`src/hdl/atbp_pkg.sv`:
```
// Package for the ANSI terminal byte parser: command codes, parse modes,
// the UTF-8 class/transition tables and the item struct passed front to back.
// No dependencies.
package atbp_pkg;

    localparam logic [1:0] CMD_WRITE = 2'd0;
    localparam logic [1:0] CMD_TRIM  = 2'd1;
    localparam logic [1:0] CMD_CLEAR = 2'd2;

    localparam logic [1:0] MODE_GROUND = 2'd0;
    localparam logic [1:0] MODE_ESC    = 2'd1;
    localparam logic [1:0] MODE_CSI    = 2'd2;

    localparam logic [3:0] U8_ACCEPT = 4'd0;
    localparam logic [3:0] U8_REJECT = 4'd1;

    localparam logic [7:0] CH_ESC = 8'd27;
    localparam logic [7:0] CH_TAB = 8'h09;
    localparam logic [7:0] CH_BS  = 8'h08;
    localparam logic [7:0] CH_LF  = 8'h0a;
    localparam logic [7:0] CH_CR  = 8'h0d;

    // Byte kinds passed from front to back.
    localparam logic [2:0] OP_GLYPH = 3'd0;
    localparam logic [2:0] OP_TAB   = 3'd1;
    localparam logic [2:0] OP_BS    = 3'd2;
    localparam logic [2:0] OP_CR    = 3'd3;
    localparam logic [2:0] OP_LF    = 3'd4;
    localparam logic [2:0] OP_RESET = 3'd5;
    localparam logic [2:0] OP_CSI   = 3'd6;

    localparam int PW = 16;

    typedef struct packed {
        logic [2:0]  op;
        logic [7:0]  data;
    } t_item;

    function automatic logic [3:0] byte_class(input logic [7:0] b);
        logic [3:0] c;
        if (b < 8'h80)       c = 4'd0;
        else if (b < 8'h90)  c = 4'd1;
        else if (b < 8'ha0)  c = 4'd9;
        else if (b < 8'hc0)  c = 4'd7;
        else if (b < 8'hc2)  c = 4'd8;
        else if (b < 8'he0)  c = 4'd2;
        else if (b == 8'he0) c = 4'd10;
        else if (b == 8'hed) c = 4'd4;
        else if (b < 8'hf0)  c = 4'd3;
        else if (b == 8'hf0) c = 4'd11;
        else if (b < 8'hf4)  c = 4'd6;
        else if (b == 8'hf4) c = 4'd5;
        else                 c = 4'd8;
        return c;
    endfunction

    function automatic logic [3:0] u8_next(input logic [3:0] st, input logic [3:0] cls);
        logic [3:0] n;
        n = U8_REJECT;
        case (st)
            4'd0: begin
                case (cls)
                    4'd0: n = 4'd0;
                    4'd2: n = 4'd2;
                    4'd3: n = 4'd3;
                    4'd4: n = 4'd5;
                    4'd5: n = 4'd8;
                    4'd6: n = 4'd7;
                    4'd10: n = 4'd4;
                    4'd11: n = 4'd6;
                    default: n = U8_REJECT;
                endcase
            end
            4'd2: if (cls == 4'd1 || cls == 4'd7 || cls == 4'd9) n = 4'd0;
            4'd3: if (cls == 4'd1 || cls == 4'd7 || cls == 4'd9) n = 4'd2;
            4'd4: if (cls == 4'd7) n = 4'd2;
            4'd5: if (cls == 4'd1 || cls == 4'd9) n = 4'd2;
            4'd6: if (cls == 4'd7 || cls == 4'd9) n = 4'd3;
            4'd7: if (cls == 4'd1 || cls == 4'd7 || cls == 4'd9) n = 4'd3;
            4'd8: if (cls == 4'd1) n = 4'd3;
            default: n = U8_REJECT;
        endcase
        return n;
    endfunction

endpackage

```
`src/hdl/atbp_fifo.sv`:
```
// Short item queue between the front classifier and the back executor.
// Depends on atbp_pkg.
module atbp_fifo #(
    parameter int DEPTH = 2
) (
    input  logic            i_clk,
    input  logic            i_rst_n,
    input  logic            i_wr,
    input  atbp_pkg::t_item i_data,
    output logic            o_full,
    input  logic            i_rd,
    output logic            o_empty,
    output atbp_pkg::t_item o_data
);
    import atbp_pkg::*;
    localparam int AW = (DEPTH > 1) ? $clog2(DEPTH) : 1;

    t_item            r_mem [DEPTH];
    logic [AW-1:0]    r_wp, r_rp;
    logic [AW:0]      r_cnt;

    assign o_full  = (r_cnt == (AW+1)'(DEPTH));
    assign o_empty = (r_cnt == '0);
    assign o_data  = r_mem[r_rp];

    always_ff @(posedge i_clk) begin
        if (!i_rst_n) begin
            r_wp <= '0;
            r_rp <= '0;
            r_cnt <= '0;
        end else begin
            if (i_wr) r_wp <= (r_wp == AW'(DEPTH-1)) ? '0 : r_wp + 1'b1;
            if (i_rd) r_rp <= (r_rp == AW'(DEPTH-1)) ? '0 : r_rp + 1'b1;
            r_cnt <= r_cnt + (AW+1)'(i_wr) - (AW+1)'(i_rd);
        end
        if (i_wr) r_mem[r_wp] <= i_data;
    end
endmodule

```
`src/hdl/atbp_front.sv`:
```
// Front part: accepts bytes, tracks the ground/escape/CSI mode and
// classifies each byte into an item for the back part. Depends on atbp_pkg.
module atbp_front (
    input  logic            i_clk,
    input  logic            i_rst_n,
    input  logic            i_valid,
    output logic            o_stall,
    input  logic [7:0]      i_in_byte,
    output logic            o_wr,
    output atbp_pkg::t_item o_item,
    input  logic            i_full
);
    import atbp_pkg::*;

    logic [1:0] r_mode, n_mode;
    logic       push;
    logic       acc;

    assign o_stall = i_full;
    assign acc     = i_valid && !i_full;

    always_comb begin
        n_mode = r_mode;
        push = 1'b0;
        o_item.op = OP_GLYPH;
        o_item.data = i_in_byte;
        case (r_mode)
            MODE_ESC: begin
                if (i_in_byte == "[") begin
                    n_mode = MODE_CSI;
                    push = 1'b1;
                    o_item.op = OP_CSI;
                end else if (i_in_byte >= "0" && i_in_byte <= "9") begin
                    push = 1'b1;
                    o_item.op = OP_CSI;
                end else begin
                    n_mode = MODE_GROUND;
                    if (i_in_byte == "c") begin
                        push = 1'b1;
                        o_item.op = OP_RESET;
                    end
                end
            end
            MODE_CSI: begin
                push = 1'b1;
                o_item.op = OP_CSI;
                if (!(i_in_byte >= "0" && i_in_byte <= "9") && i_in_byte != ";")
                    n_mode = MODE_GROUND;
            end
            default: begin
                n_mode = MODE_GROUND;
                push = 1'b1;
                case (i_in_byte)
                    CH_ESC: begin
                        n_mode = MODE_ESC;
                        push = 1'b0;
                    end
                    CH_TAB: o_item.op = OP_TAB;
                    CH_BS:  o_item.op = OP_BS;
                    CH_CR:  o_item.op = OP_CR;
                    CH_LF:  o_item.op = OP_LF;
                    default: o_item.op = OP_GLYPH;
                endcase
            end
        endcase
    end

    // Escape-mode '[' is sent as CSI with data '['; back clears the count.
    assign o_wr = acc && push;

    always_ff @(posedge i_clk) begin
        if (!i_rst_n) r_mode <= MODE_GROUND;
        else if (acc) r_mode <= n_mode;
    end
endmodule

```
`src/hdl/atbp_back.sv`:
```
// Back part: UTF-8 decoding, CSI parameter collection, SGR walk and cursor.
// Emits write/trim/clear commands into an output register. Depends on atbp_pkg.
module atbp_back #(
    parameter int LINE_COLUMNS = 128,
    parameter int SCREEN_ROWS  = 64,
    parameter int MAX_PARAMS   = 8
) (
    input  logic            i_clk,
    input  logic            i_rst_n,
    input  logic            i_empty,
    input  atbp_pkg::t_item i_item,
    output logic            o_rd,
    output logic            o_valid,
    input  logic            i_stall,
    output logic [1:0]      o_cmd_kind,
    output logic [6:0]      o_col,
    output logic [5:0]      o_row,
    output logic [20:0]     o_code_point,
    output logic [20:0]     o_style
);
    import atbp_pkg::*;
    localparam int CW = $clog2(LINE_COLUMNS);
    localparam int RW = (SCREEN_ROWS > 1) ? $clog2(SCREEN_ROWS) : 1;
    localparam int PI = $clog2(MAX_PARAMS);
    localparam int PC = $clog2(MAX_PARAMS + 1);

    localparam logic [1:0] S_IDLE = 2'd0;
    localparam logic [1:0] S_SGR  = 2'd1;

    logic [1:0]    r_st;
    logic [PW-1:0] r_par [MAX_PARAMS];
    logic [PC-1:0] r_pcnt;
    logic [PC-1:0] r_n;
    logic [PC-1:0] r_pi;
    logic [3:0]    r_u8;
    logic [20:0]   r_acc;
    logic [CW-1:0] r_col;
    logic [RW-1:0] r_row;
    logic [20:0]   r_sty;
    logic          r_ov;
    logic [1:0]    r_kind;
    logic [6:0]    r_ocol;
    logic [5:0]    r_orow;
    logic [20:0]   r_ocp;
    logic [20:0]   r_osty;

    assign o_valid = r_ov;
    assign o_cmd_kind = r_kind;
    assign o_col = r_ocol;
    assign o_row = r_orow;
    assign o_code_point = r_ocp;
    assign o_style = r_osty;

    logic out_free;
    assign out_free = !r_ov || !i_stall;
    assign o_rd = (r_st == S_IDLE) && !i_empty && out_free;

    logic [7:0] b;
    assign b = i_item.data;
    logic is_dig;
    assign is_dig = (b >= "0" && b <= "9");
    logic [3:0] dig;
    assign dig = b[3:0];

    // UTF-8 step
    logic [3:0] cls, st0, nxt;
    logic [20:0] acc;
    logic [7:0]  lead_mask;
    always_comb begin
        cls = byte_class(b);
        st0 = (r_u8 > 4'd8) ? U8_ACCEPT : r_u8;
        lead_mask = 8'hff >> cls;
        if (st0 != U8_ACCEPT) acc = {r_acc[14:0], b[5:0]};
        else acc = 21'(lead_mask & b);
        nxt = u8_next(st0, cls);
        if (nxt == U8_REJECT && st0 != U8_ACCEPT) begin
            acc = 21'(lead_mask & b);
            nxt = u8_next(U8_ACCEPT, cls);
        end
    end

    // Digit accumulate target
    logic [PI-1:0] didx;
    logic [PW-1:0] dcur;
    logic [PW+3:0] dval;
    always_comb begin
        if (r_pcnt == '0) didx = '0;
        else if (r_pcnt > PC'(MAX_PARAMS)) didx = PI'(MAX_PARAMS - 1);
        else didx = PI'(r_pcnt - 1'b1);
        dcur = (r_pcnt == '0) ? '0 : r_par[didx];
        dval = {dcur, 3'b000} + {2'b00, dcur, 1'b0} + (PW+4)'(dig);
    end

    // Cursor helpers
    logic [RW-1:0] row_dn;
    assign row_dn = (32'(r_row) + 1 < SCREEN_ROWS) ? r_row + 1'b1 : r_row;
    logic [CW+2:0] tabc;
    assign tabc = ((CW+3)'(r_col) + (CW+3)'(4)) & ~(CW+3)'(3);
    logic [PW-1:0] p0;
    assign p0 = (r_pcnt != '0) ? r_par[0] : PW'(1);
    logic [PW-1:0] gcol;
    assign gcol = (p0 != '0) ? p0 - 1'b1 : '0;

    // SGR element
    logic [PI-1:0] spi, spi1, spi2;
    logic [PW-1:0] sv, sv1, sv2;
    logic [PC-1:0] rem;
    logic          ext_col;
    logic [PC-1:0] pi_step;
    always_comb begin
        spi = r_pi[PI-1:0];
        spi1 = spi + 1'b1;
        spi2 = spi + 2'd2;
        sv = r_par[spi];
        sv1 = r_par[spi1];
        sv2 = r_par[spi2];
        rem = r_n - r_pi;
        // 38;5;n and 48;5;n consume three parameters
        ext_col = (sv == 16'd38 || sv == 16'd48) && rem >= PC'(3) && sv1 == 16'd5;
        pi_step = ext_col ? PC'(3) : PC'(1);
    end

    // A command is loaded into the output register on this edge
    logic out_set;
    always_comb begin
        out_set = 1'b0;
        if (o_rd) begin
            case (i_item.op)
                OP_CR, OP_LF, OP_RESET: out_set = 1'b1;
                OP_TAB, OP_BS, OP_CSI:  out_set = 1'b0;
                default:                out_set = (nxt == U8_ACCEPT);
            endcase
        end
    end

    always_ff @(posedge i_clk) begin
        if (!i_rst_n) begin
            r_st <= S_IDLE;
            r_pcnt <= '0;
            r_u8 <= U8_ACCEPT;
            r_acc <= '0;
            r_col <= '0;
            r_row <= '0;
            r_sty <= '0;
            r_ov <= 1'b0;
            for (int i = 0; i < MAX_PARAMS; i++) r_par[i] <= '0;
        end else begin
            r_ov <= out_set || (r_ov && i_stall);
            if (r_st == S_SGR) begin
                if (r_pi >= r_n) begin
                    r_st <= S_IDLE;
                end else begin
                    r_pi <= r_pi + pi_step;
                    case (sv)
                        16'd0: r_sty <= '0;
                        16'd1: r_sty[0] <= 1'b1;
                        16'd21, 16'd22: r_sty[0] <= 1'b0;
                        16'd4: r_sty[1] <= 1'b1;
                        16'd24: r_sty[1] <= 1'b0;
                        16'd7: r_sty[2] <= 1'b1;
                        16'd27: r_sty[2] <= 1'b0;
                        16'd38: if (ext_col) r_sty[11:3] <= {1'b1, sv2[7:0]};
                        16'd39: r_sty[11:3] <= '0;
                        16'd48: if (ext_col) r_sty[20:12] <= {1'b1, sv2[7:0]};
                        16'd49: r_sty[20:12] <= '0;
                        default: begin
                            if (sv >= 16'd30 && sv <= 16'd37)
                                r_sty[11:3] <= {1'b1, 5'd0, sv[2:0] - 3'd6};
                            else if (sv >= 16'd40 && sv <= 16'd47)
                                r_sty[20:12] <= {1'b1, 5'd0, sv[2:0]};
                        end
                    endcase
                end
            end else if (o_rd) begin
                case (i_item.op)
                    OP_TAB: r_col <= (tabc > (CW+3)'(LINE_COLUMNS-1))
                        ? CW'(LINE_COLUMNS-1) : tabc[CW-1:0];
                    OP_BS: if (r_col != '0) r_col <= r_col - 1'b1;
                    OP_CR, OP_LF: begin
                        r_kind <= CMD_TRIM;
                        r_ocol <= 7'(r_col);
                        r_orow <= 6'(r_row);
                        r_ocp <= '0;
                        r_osty <= '0;
                        r_col <= '0;
                        if (i_item.op == OP_LF) r_row <= row_dn;
                    end
                    OP_RESET: begin
                        r_kind <= CMD_CLEAR;
                        r_ocol <= '0;
                        r_orow <= '0;
                        r_ocp <= '0;
                        r_osty <= '0;
                        r_col <= '0;
                        r_row <= '0;
                        r_sty <= '0;
                        r_u8 <= U8_ACCEPT;
                        r_acc <= '0;
                    end
                    OP_CSI: begin
                        if (b == "[") r_pcnt <= '0;
                        else if (is_dig) begin
                            if (r_pcnt == '0) r_pcnt <= PC'(1);
                            r_par[didx] <= (dval > 20'hffff) ? 16'hffff : dval[PW-1:0];
                        end else if (b == ";") begin
                            if (r_pcnt == '0) begin
                                r_par[0] <= '0;
                                r_par[1] <= '0;
                                r_pcnt <= PC'(2);
                            end else if (r_pcnt < PC'(MAX_PARAMS)) begin
                                r_par[r_pcnt[PI-1:0]] <= '0;
                                r_pcnt <= r_pcnt + 1'b1;
                            end else begin
                                r_par[MAX_PARAMS-1] <= '0;
                            end
                        end else if (b == "A") begin
                            r_row <= (32'(r_row) < 32'(p0)) ? '0 : RW'(32'(r_row) - 32'(p0));
                        end else if (b == "G") begin
                            r_col <= (32'(gcol) > LINE_COLUMNS-1)
                                ? CW'(LINE_COLUMNS-1) : CW'(gcol);
                        end else if (b == "m") begin
                            if (r_pcnt == '0) r_sty <= '0;
                            r_n <= (r_pcnt > PC'(MAX_PARAMS)) ? PC'(MAX_PARAMS) : r_pcnt;
                            r_pi <= '0;
                            r_st <= S_SGR;
                        end
                    end
                    default: begin
                        if (nxt == U8_REJECT) begin
                            r_u8 <= U8_ACCEPT;
                            r_acc <= '0;
                        end else begin
                            r_u8 <= nxt;
                            r_acc <= acc;
                            if (nxt == U8_ACCEPT) begin
                                r_kind <= CMD_WRITE;
                                r_ocol <= 7'(r_col);
                                r_orow <= 6'(r_row);
                                r_ocp <= acc;
                                r_osty <= r_sty;
                                if (32'(r_col) + 1 >= LINE_COLUMNS) begin
                                    r_col <= '0;
                                    r_row <= row_dn;
                                end else r_col <= r_col + 1'b1;
                            end
                        end
                    end
                endcase
            end
        end
    end
endmodule

```
`src/hdl/ansi_terminal_byte_parser.sv`:
```
// ANSI terminal byte parser, top level: front classifier, item queue and
// back executor. Depends on atbp_pkg, atbp_front, atbp_fifo, atbp_back.
//
// Input channel: i_valid / o_stall with one byte in i_in_byte.
// Output channel: o_valid / i_stall with one command (write cell, trim line,
// clear screen) and its fields on separate ports.
// An item is taken at a clock edge where valid is high and stall is low.
// The front takes one byte per cycle while the two-entry queue has room.
// The back takes one queued item per cycle while its output register is free;
// a CSI m final then walks the stored SGR parameters one per cycle, taking a
// 38;5;n or 48;5;n group at once, and the back takes no item until the walk
// ends. An item is written into the queue when its byte is taken, and its
// result is loaded into the output register when the back reads it.
// Sustained rate: one byte per cycle while the receiver does not stall and
// no SGR walk runs. While the receiver stalls, the held result stays and the
// back waits; the queue keeps filling until full, then o_stall rises.
// Reset (synchronous, active low) returns to ground mode, cursor home, no
// style, UTF-8 decoder in accept, empty queue and no pending result.
module ansi_terminal_byte_parser #(
    parameter int LINE_COLUMNS = 128,
    parameter int SCREEN_ROWS  = 64,
    parameter int MAX_PARAMS   = 8
) (
    input  logic        i_clk,
    input  logic        i_rst_n,
    input  logic        i_valid,
    output logic        o_stall,
    input  logic [7:0]  i_in_byte,
    output logic        o_valid,
    input  logic        i_stall,
    output logic [1:0]  o_cmd_kind,
    output logic [6:0]  o_col,
    output logic [5:0]  o_row,
    output logic [20:0] o_code_point,
    output logic        o_is_bold,
    output logic        o_is_underlined,
    output logic        o_is_inverted,
    output logic [7:0]  o_fg_colour,
    output logic        o_fg_valid,
    output logic [7:0]  o_bg_colour,
    output logic        o_bg_valid
);
    import atbp_pkg::*;

    logic  wr, full, rd, empty;
    t_item wdata, rdata;
    logic [20:0] sty;

    atbp_front u_front (
        .i_clk(i_clk), .i_rst_n(i_rst_n), .i_valid(i_valid), .o_stall(o_stall),
        .i_in_byte(i_in_byte), .o_wr(wr), .o_item(wdata), .i_full(full)
    );

    atbp_fifo #(.DEPTH(2)) u_fifo (
        .i_clk(i_clk), .i_rst_n(i_rst_n), .i_wr(wr), .i_data(wdata), .o_full(full),
        .i_rd(rd), .o_empty(empty), .o_data(rdata)
    );

    atbp_back #(
        .LINE_COLUMNS(LINE_COLUMNS), .SCREEN_ROWS(SCREEN_ROWS), .MAX_PARAMS(MAX_PARAMS)
    ) u_back (
        .i_clk(i_clk), .i_rst_n(i_rst_n), .i_empty(empty), .i_item(rdata), .o_rd(rd),
        .o_valid(o_valid), .i_stall(i_stall), .o_cmd_kind(o_cmd_kind), .o_col(o_col),
        .o_row(o_row), .o_code_point(o_code_point), .o_style(sty)
    );

    assign o_is_bold       = sty[0];
    assign o_is_underlined = sty[1];
    assign o_is_inverted   = sty[2];
    assign o_fg_colour     = sty[10:3];
    assign o_fg_valid      = sty[11];
    assign o_bg_colour     = sty[19:12];
    assign o_bg_valid      = sty[20];

    a_hold: assert property (@(posedge i_clk) disable iff (!i_rst_n)
        o_valid && i_stall |=> o_valid && $stable(o_code_point) && $stable(o_cmd_kind))
        else $error("result changed while stalled");
    a_nowr_full: assert property (@(posedge i_clk) disable iff (!i_rst_n)
        full |-> !wr)
        else $error("queue written while full");
    a_clear: assert property (@(posedge i_clk) disable iff (!i_rst_n)
        o_valid && o_cmd_kind == CMD_CLEAR |-> o_col == '0 && o_row == '0)
        else $error("clear carries a position");
endmodule

```
`config.mk`:
```
export PLATFORM = sky130hd
export DESIGN_NAME = ansi_terminal_byte_parser
export DESIGN_NICKNAME = d
export VERILOG_FILES = /design/src/hdl/atbp_pkg.sv /design/src/hdl/atbp_fifo.sv /design/src/hdl/atbp_front.sv /design/src/hdl/atbp_back.sv /design/src/hdl/ansi_terminal_byte_parser.sv
export SDC_FILE = /design/constraint.sdc
export NUM_CORES = 1
export LEC_CHECK = 0
export CAP_MARGIN = 0
export CELL_PAD_IN_SITES_DETAIL_PLACEMENT = 1
export CELL_PAD_IN_SITES_GLOBAL_PLACEMENT = 1
export CORE_MARGIN = 3
export CORE_UTILIZATION = 50
export DETAILED_ROUTE_END_ITERATION = 16
export DONT_BUFFER_PORTS = 1
export PLACE_DENSITY_LB_ADDON = 0.1
export SLEW_MARGIN = 20
export SYNTH_ARGS = -nofsm -noshare
export SYNTH_HDL_FRONTEND = slang
export SYNTH_HIERARCHICAL = 1
export SYNTH_SLANG_ARGS = --single-unit
```
`constraint.sdc`:
```
create_clock -name i_clk -period 7.1 [get_ports i_clk]
set_input_delay 1.42 -clock i_clk [delete_from_list [all_inputs] [get_ports i_clk]]
set_output_delay 1.42 -clock i_clk [all_outputs]
set_load 0.005 [all_outputs]
```
Yosys cells after proc, flatten, opt, wreduce, memory -nomap -nowiden

Memories as Yosys holds them, arrays and structs flattened. A register that Yosys moved wholly into a read port is not among the register bits.
Index checks and enable logic that the tools add are counted.

Bitwise logic cells: 13
Reduce and logical (&&, ||, !) cells: 75
Div/mod/pow operators: 0
$lt $le $gt $ge: 27
Eq/ne operators: 90
$add $sub $neg: 21
Multipliers: 0
Shifts and indexed selects: 1
Multiplexer cells: 189

Operator list:

| operator                                                                       | count |
|---|---|
| 21-bit 2-to-1 mux                                                              | 16 |
| 16-bit 2-to-1 mux                                                              | 9 |
| 21-bit case mux with 2 select lines                                            | 3 |
| 4-bit 2-to-1 mux                                                               | 31 |
| 7-bit 2-to-1 mux                                                               | 13 |
| 6-bit 2-to-1 mux                                                               | 12 |
| 16-bit by 5-bit == test with 1-bit output (second input constant)              | 4 |
| 16-bit by 6-bit == test with 1-bit output (second input constant)              | 4 |
| 8-bit less-than comparator (second input constant)                             | 8 |
| 9-bit case mux with 3 select lines                                             | 2 |
| 1-bit 2-to-1 mux                                                               | 52 |
| 16-bit by 3-bit == test with 1-bit output (second input constant)              | 3 |
| 8-bit by 7-bit == test with 1-bit output (second input constant)               | 6 |
| 2-bit 2-to-1 mux                                                               | 22 |
| 11-bit AND reduction                                                           | 4 |
| 9-bit 2-to-1 mux                                                               | 4 |
| 8-bit by 4-bit == test with 1-bit output (second input constant)               | 4 |
| 8-bit == test (second input constant)                                          | 4 |
| 32-bit by 8-bit >= comparator with 1-bit output (second input constant)        | 1 |
| 16-bit by 6-bit <= comparator with 1-bit output (second input constant)        | 2 |
| 32-bit by 7-bit less-than comparator with 1-bit output (second input constant) | 1 |
| 4-bit case mux with 8 select lines                                             | 1 |
| 16-bit OR reduction                                                            | 2 |
| 15-bit case mux with 2 select lines                                            | 1 |
| other kinds (91)                                                               | 207 |

Bits in writable memories: 150
Output and inout port bits: 59
Memory bits (read-only): 128
Bits in latches: 0
Register bits after elaboration: 131
Memories: 4
Logic and storage cells: 443

Memory list:

| name             | depth | width | rd ports | clocked after memory_dff | write ports | RTL line        | RTL |
|---|---|---|---|---|---|---|---|
| u_back.r_par     | 8     | 16    | 5        | 1                        | 8           | atbp_back.sv:31 | `logic [PW-1:0] r_par [MAX_PARAMS];` |
| (name not given) | 16    | 4     | 1        | 0                        | 0           | atbp_pkg.sv:62  | `case (cls)` |
| (name not given) | 16    | 4     | 1        | 0                        | 0           | atbp_pkg.sv:62  |  |
| u_fifo.r_mem     | 2     | 11    | 1        | 1                        | 1           | atbp_fifo.sv:18 | `t_item r_mem [DEPTH];` |

Logic depth before layout (Yosys ltp)

Gate-level depths: netlist (run 1).

Word-level depth: 25
Mapped depth: 24
Depth with buffers taken out: 20

Modules after synthesis

Netlist (run 1), hierarchy kept.

Modules (own cells, without submodules):

| module     | times used | seq. area each (um2) | area each (um2) | cells each |
|---|---|---|---|---|
| atbp_back  | 1          | 7,036.7              | 15,411.0        | 1,518 |
| atbp_fifo  | 1          | 760.7                | 1,017.2         | 55 |
| atbp_front | 1          | 40.0                 | 432.9           | 56 |

Worst setup path before layout (run 1)

OpenSTA, ideal clock, no wires.

Kind: reg2reg
From: register u_back.r_pcnt[0]
To: memory u_back.r_par[0][15] (data pin)
Cell stages (with the launch flop): 22
Arrival: 5.366 ns
Path buffers: 2
Library setup time: 0.282 ns
Slack: 1.452 ns
Period minus slack after synthesis: 5.648 ns
Path through: dfxtp_1 inv_1 ha_1 nor2b_1 o21ai_0 buf_2 buf_1 a221oi_1 or3_1 a21oi_1 inv_1 fa_1 inv_1 ha_1 a21o_1 a21oi_1 o21a_1 o31ai_1 o211a_1 or3_1 a211oi_1 nor2_1

RTL lines:

| what                   | RTL line         | RTL |
|---|---|---|
| from (decl)            | atbp_back.sv:32  | `logic [PC-1:0] r_pcnt;` |
| from (signal assigned) | atbp_back.sv:212 | `r_pcnt <= r_pcnt + 1'b1;` |
| to (decl)              | atbp_back.sv:31  |  |

==> qor.txt, run 1 <==
# rows -> 66
Synthesized area -> 0.0169 mm²
Initial antenna violation count -> 0
Fmax achieved -> 156 MHz
Synth top area share -> 38.3%
R2r setup slk -> 0.69 ns
Final Slew Violations -> 0
Post-DR vias/cell -> 6.65
H-tree Lvls -> 1
CP Data Required Time -> 7.39 ns
Clk slew on worst S/H paths -> 0.07 ns
Worst rel slew slack -> 30.0%
Grt ovf -> 0
Post-synthesis mux area share -> 8.41%
Fin cells -> 2053
I/O pin cnt -> 71
Largest family of logic cells by synthesized area -> simple AND/OR/NAND/NOR gates
Vias in the first global route -> 13600
Syn nets -> 1703
Post-route minimum period -> 6.41 ns
Area added between synthesis and finish -> 8.03%
Full die area -> 0.0360 mm²
# setup viols final -> 0
Total Neg Setup Slack -> 0 ns
Cells after DPL -> 1995
CP arrival -> 6.69 ns
# Max-Cap Violations -> 0
Die outline height -> 190 µm
Reg area -> 0.00784 mm²
Area leader, netlist -> edfxtp_1
Final ANT Viol Nets -> 0
Slew at the pin with the worst max-slew slack -> 1.05 ns
Core ar. -> 0.0329 mm²
Simple-gate share of the synthesized area -> 20.0%
CP Buf/Inv Count -> 4
Slowest-stage cell, CP -> nor3_2
Status -> complete, no violations
Period utilization -> 90.2%
CTS tree -> done
First-pass GRT wire length -> 81900 µm
Filler cells -> 3576
Initial Util -> 51.3%
Async SR Flop Fraction -> 0%
RSZ-0062 raised after global routing -> no
Hold path cells -> 2
Routed WL per cell -> 25.9 µm
Hold Violations, Final -> 0
Drt drc -> 0
Synth Area in XOR/XNOR -> 1.59%
Largest net degree at the start of global routing -> 51
Clock Sinks -> 284
Clock Tree Root -> clkbuf_16
Crit path cell chain -> inv_1 -> ha_1 -> nor2b_1 -> o21ai_4 -> inv_1 -> mux4_2 -> nand2_1 -> a21oi_1 -> inv_1 -> fa_1 -> fa_1 -> nor2b_1 -> o31a_1 -> o211ai_1 -> a21oi_1 -> o311a_1 -> a21oi_1 -> buf_4 -> nor3_2 -> nor2_1
Critical Path End Type -> flop
Crit path max fanout -> 23
Compound-Gate Fraction of Synth Area -> 14.5%
Worst reg2reg path depth -> 20
Pwr per Cell Area -> 272 mW/mm²
Synthesized flop and latch total -> 284
Prevailing post-synth register cell -> edfxtp_1
Crit-path leading delay family -> compound AO/OA/AOI/OAI gates
Sequential area share after synthesis -> 46.5%
Layout cells sized above 1 -> 12.2%
Final WL -> 53100 µm
Multi-input gate area -> 0.00836 mm²
Antenna cells -> 0
Post-CTS Setup Repair Bufs -> 0
RePlAce Congestion -> 0.980
Fin Hold WS -> 0.451 ns
Post-synth EDFFs -> 215
Cts hold-fix bufs -> 0
Post-detail-place hpwl -> 37800 µm
Die span in x -> 190 µm
Fin nets -> 1660
Gate count after technology mapping -> 1629
Adder-Cell Fraction of Synth Area -> 4.88%
Synthesis warning total -> 6
Area contributors post-synth -> edfxtp_1 (38%), dfxtp_1 (8.2%), mux4_2 (5.7%)
Tot GR Track Use -> 29.1%
Worst Skew -> 0.0184 ns
Leakage -> 6.46 nW
Worst skew pair latency -> 0.58 ns
# port buffers -> 0
Crit path kind -> reg2reg
1st-pass router iterations -> 5
Synth Area per Inst -> 10.4 µm²
Inserted Clock Buffers -> 31
Via count -> 13600
Largest stage delay, worst path -> 0.67 ns
Synth unique cells -> 103
Largest buffer count on any clock path -> 3
CTS resizes -> 0
Iter 0 DRT Violations -> 1161
Worst VDD drop -> 0.284 mV
Critical path depth -> 20
CP Launch Type -> flop
HP Class -> reg2reg
==> power breakdown <==
group / switching [W] / internal [W]
logic: 0.000809 / 0.000390
clock network: 0.000680 / 0.000960
registers: 0.000139 / 0.00199
total: 0.00163 / 0.00334
==> final timing paths <==
path                          from                   to
setup / recovery  u_back/r_pcnt[0]  u_back/r_par[1][11]
hold / removal    u_back/r_sty[18]     u_back/r_sty[18]
setup reg to reg  u_back/r_pcnt[0]  u_back/r_par[1][11]
hold reg to reg   u_back/r_sty[18]     u_back/r_sty[18]
==> tightest hold or removal path: cells and delay by family (launching register included) <==
family / cells / cell delay [ns]
AO/OA/AOI/OAI: 1 / 0.04
AND/OR/NAND/NOR: 1 / 0.06
flip-flops: 1 / 0.31
==> layout by cell type (no fill, tap or decap), types with 16 or more instances in the layout <==
| master | netlist | layout |
|---|---|---|
| dfxtp_1 | 69 | 69 |
| clkbuf_16 | 0 | 31 |
| nor4_1 | 29 | 28 |
| or3_1 | 17 | 17 |
| o21ai_0 | 59 | 50 |
| nor3_1 | 45 | 45 |
| a21oi_1 | 95 | 95 |
| and3_1 | 42 | 42 |
| a221oi_1 | 33 | 33 |
| mux2_2 | 19 | 19 |
| ha_1 | 57 | 57 |
| nand2_1 | 106 | 105 |
| nand2b_1 | 19 | 19 |
| nand4_1 | 16 | 16 |
| and2_1 | 20 | 20 |
| mux4_2 | 43 | 43 |
| o21ai_1 | 15 | 20 |
| buf_4 | 11 | 30 |
| nor2_1 | 224 | 224 |
| edfxtp_1 | 215 | 215 |
| xnor2_1 | 19 | 19 |
| nor2b_1 | 22 | 22 |
| nand3_1 | 43 | 43 |
| inv_1 | 56 | 56 |
| mux2i_1 | 18 | 18 |
==> Yosys cell counts, types with 20 or more instances <==
cell / instances
inv_1: 56
nor2b_1: 22
edfxtp_1: 215
nand3_1: 43
and2_1: 20
mux4_2: 43
nand2_1: 106
nor4_1: 29
nor3_1: 45
dfxtp_1: 69
ha_1: 57
a21oi_1: 95
and3_1: 42
a221oi_1: 33
o21ai_0: 59
clkbuf_1: 73
nor2_1: 224
==> sequential cells by signal, indices dropped and copies added (netlist names), 6 cells and up, named ones only <==
name,cells
u_back/o_code_point,21
u_back/o_col,7
u_back/o_row,6
u_back/o_style,21
u_back/r_acc,15
u_back/r_col,7
u_back/r_par,128
u_back/r_row,6
u_back/r_sty,21
u_fifo/r_mem,22
==> routing by layer <==
metal | routed length, µm | GRT usage [%] | part of all wire (%) | vias to the layer above
li1 | - | - | - | 6071
met1 | 22300 | 38.9 | 42 | 6860
met2 | 24400 | 46.8 | 46 | 566
met3 | 3670 | 5.16 | 6.9 | 148
met4 | 2730 | 13.1 | 5.1 | 0
met5 | 0 | 0 | 0 | -
==> area by class of cell <==
type                    count  share of cell area [%]
repair buffers             30                    1.24
multi-input cells        1182                    45.9
inverters                  57                    1.17
well taps                 442                    3.04
clock inverters            19                    1.16
clock buffers              39                    4.48
flip-flops and latches    284                    43.0
==> kinds of logic after synthesis <==
kind of cell             count (synthesis)
AO/OA/AOI/OAI                          354
buffers and inverters                  163
adder cells (fa/ha/maj)                 63
AND/OR/NAND/NOR                        653
XOR/XNOR                                29
multiplexers                            83
flip-flops                             284
==> per-stage QoR <==
step | area (µm²) | worst slack [ns] | power [W] | utilization, %
floorplan | 16900 | 1.45 | 0.00299 | -
global placement | 17200 | 1.01 | 0.00331 | 52.2
detailed placement | 17200 | 0.713 | 0.00334 | 52.3
CTS | 18200 | 0.663 | 0.00499 | 55.4
global route | 18200 | 0.0712 | 0.00521 | 55.4
finish | 18200 | 0.694 | 0.00496 | 55.4
Note: power is estimated with default switching activity, not from simulation.
==> inputs of run 2 (changes only) <==
Settings changed: CORE_MARGIN 3 to unset, PLACE_DENSITY set to 0.77, PLACE_DENSITY_LB_ADDON 0.1 to unset.
==> run 2 against run 1 <==
Utilization is essentially flat. Via count shrank 0.24%. Flip-flop and latch count is the same. Total power shrank 0.60%. Wire length shrank 1.4%. Largest power group unchanged. Sequential power is essentially flat. Clock skew shrank 0.0053 ns. Maximum frequency is essentially flat. Register-to-register slack is essentially flat. Critical endpoint is now u_back/r_par[2][11]. Worst setup slack lost 0.00094 ns. Combinational power is essentially flat. Global-route usage grew 1.6 points. Highest routed layer unchanged.
==> qor.txt, run 2 (synthesized netlist as in run 1, its figures left out) <==
Tot GR Track Use -> 30.7%
CP arrival -> 6.70 ns
Final ANT Viol Nets -> 0
Largest net degree at the start of global routing -> 51
Commonest non-fill, non-tap cell in the layout -> nor2_1
Drt drc -> 0
Die outline height -> 186 µm
Crit path kind -> reg2reg
Final Slew Violations -> 0
Worst VDD drop -> 0.231 mV
CTS tree -> done
CP Launch Type -> flop
Largest buffer count on any clock path -> 3
RePlAce Congestion -> 0.926
Cts hold-fix bufs -> 0
Status -> complete, no violations
Total Neg Setup Slack -> 0 ns
Core ar. -> 0.0329 mm²
Clock Tree Root -> clkbuf_16
Fin nets -> 1660
Largest stage delay, worst path -> 0.63 ns
Initial antenna violation count -> 0
Slew at the pin with the worst max-slew slack -> 1.13 ns
Post-DR vias/cell -> 6.63
Leakage -> 6.50 nW
Largest register by flop count -> u_back/r_par
Grt ovf -> 0
Post-CTS Setup Repair Bufs -> 0
Routed WL per cell -> 25.5 µm
Via count -> 13600
Crit-path leading delay family -> simple AND/OR/NAND/NOR gates
Period utilization -> 90.2%
CP Data Required Time -> 7.39 ns
Initial Util -> 51.3%
Post-route minimum period -> 6.41 ns
Crit path max fanout -> 17
Top cell by count, worst path -> nand2_1
Antenna cells -> 0
First-pass GRT wire length -> 81300 µm
H-tree Lvls -> 1
Area added between synthesis and finish -> 8.01%
Filler cells -> 3623
CP Buf/Inv Count -> 2
CTS resizes -> 0
Post-detail-place hpwl -> 37300 µm
Inserted Clock Buffers -> 31
I/O pin cnt -> 71
Largest registers -> u_back/r_par (128), u_fifo/r_mem (22)
Pwr per Cell Area -> 271 mW/mm²
Iter 0 DRT Violations -> 1182
Clk slew on worst S/H paths -> 0.06 ns
# Max-Cap Violations -> 0
Vias in the first global route -> 13800
Crit path cell chain -> inv_1 -> ha_1 -> or3b_2 -> nand2_1 -> a221oi_1 -> or3_1 -> nand2_1 -> nand2_1 -> fa_1 -> fa_1 -> nor2b_1 -> o31a_1 -> o211ai_1 -> a21oi_1 -> o311a_1 -> a21oi_1 -> buf_4 -> nor3_2 -> nor2_1
# rows -> 66
Design Power -> 0.00493 W
Fmax achieved -> 156 MHz
Layout cells sized above 1 -> 12.5%
Slowest-stage cell, CP -> nand2_1
Hold Violations, Final -> 0
1st-pass router iterations -> 5
Critical Path End Type -> flop
# port buffers -> 0
Worst rel slew slack -> 24.7%
Max FFs per register -> 128
Commonest non-fill, non-tap cells in the layout -> nor2_1 (224), edfxtp_1 (215), nand2_1 (105)
Final WL -> 52300 µm
# setup viols final -> 0
Full die area -> 0.0345 mm²
Clock Sinks -> 284
Worst Skew -> 0.0131 ns
RSZ-0062 raised after global routing -> no
HP Class -> reg2reg
Worst skew pair latency -> 0.59 ns
Die span in x -> 186 µm
==> run 2: worst min-delay path, cell delays in order, from the launching register on <==
cell and delay [ns]:
dfxtp_1 0.31, nand3_1 0.05, o21ai_1 0.05
==> run 2: layout make-up <==
type | instances | area [µm²] | area share (%)
Timing Repair Buffer | 30 | 225 | 1.24
Clock buffer | 43 | 925 | 5.08
Clock inverter | 15 | 104 | 0.570
Sequential cell | 284 | 7840 | 43.0
Inverter | 57 | 214 | 1.17
Multi-Input combinational cell | 1182 | 8350 | 45.9
Tap cell | 442 | 553 | 3.04
==> run 2: per-stage QoR <==
stage	util [%]	area, µm²	hold slack, ns	setup slack [ns]	cells
floorplan	-	16900	0.425	1.45	1629
finish	55.4	18200	0.456	0.693	2053
global route	55.4	18200	0.481	0.280	2053
detailed placement	52.2	17200	0.446	0.835	1995
global placement	52.2	17200	0.437	1.14	1995
CTS	55.4	18200	0.455	0.775	2053
==> run 2: routing by layer <==
layer	global-route usage [%]	wire length [µm]	up-vias
met5	0	0	-
met4	12.9	2230	0
met3	4.17	3580	137
met2	52.1	25300	607
met1	39.4	21200	6794
li1	-	-	6074
==> run 2: final timing paths <==
| kind | start | end | slack [ns] | depth (start not counted) |
|---|---|---|---|---|
| setup / recovery | u_back/r_pcnt[0] | u_back/r_par[2][11] | 0.69 | 19 |
| hold / removal | u_back/r_sty[16] | u_back/r_sty[16] | 0.46 | 2 |
| setup reg to reg | u_back/r_pcnt[0] | u_back/r_par[2][11] | 0.69 | 19 |
| hold reg to reg | u_back/r_sty[16] | u_back/r_sty[16] | 0.46 | 2 |
==> run 2: power breakdown <==
part / total, W / switching [W] / internal, W
logic: 0.00119 / 0.000799 / 0.000392
clock network: 0.00162 / 0.000701 / 0.000919
registers: 0.00212 / 0.000138 / 0.00199
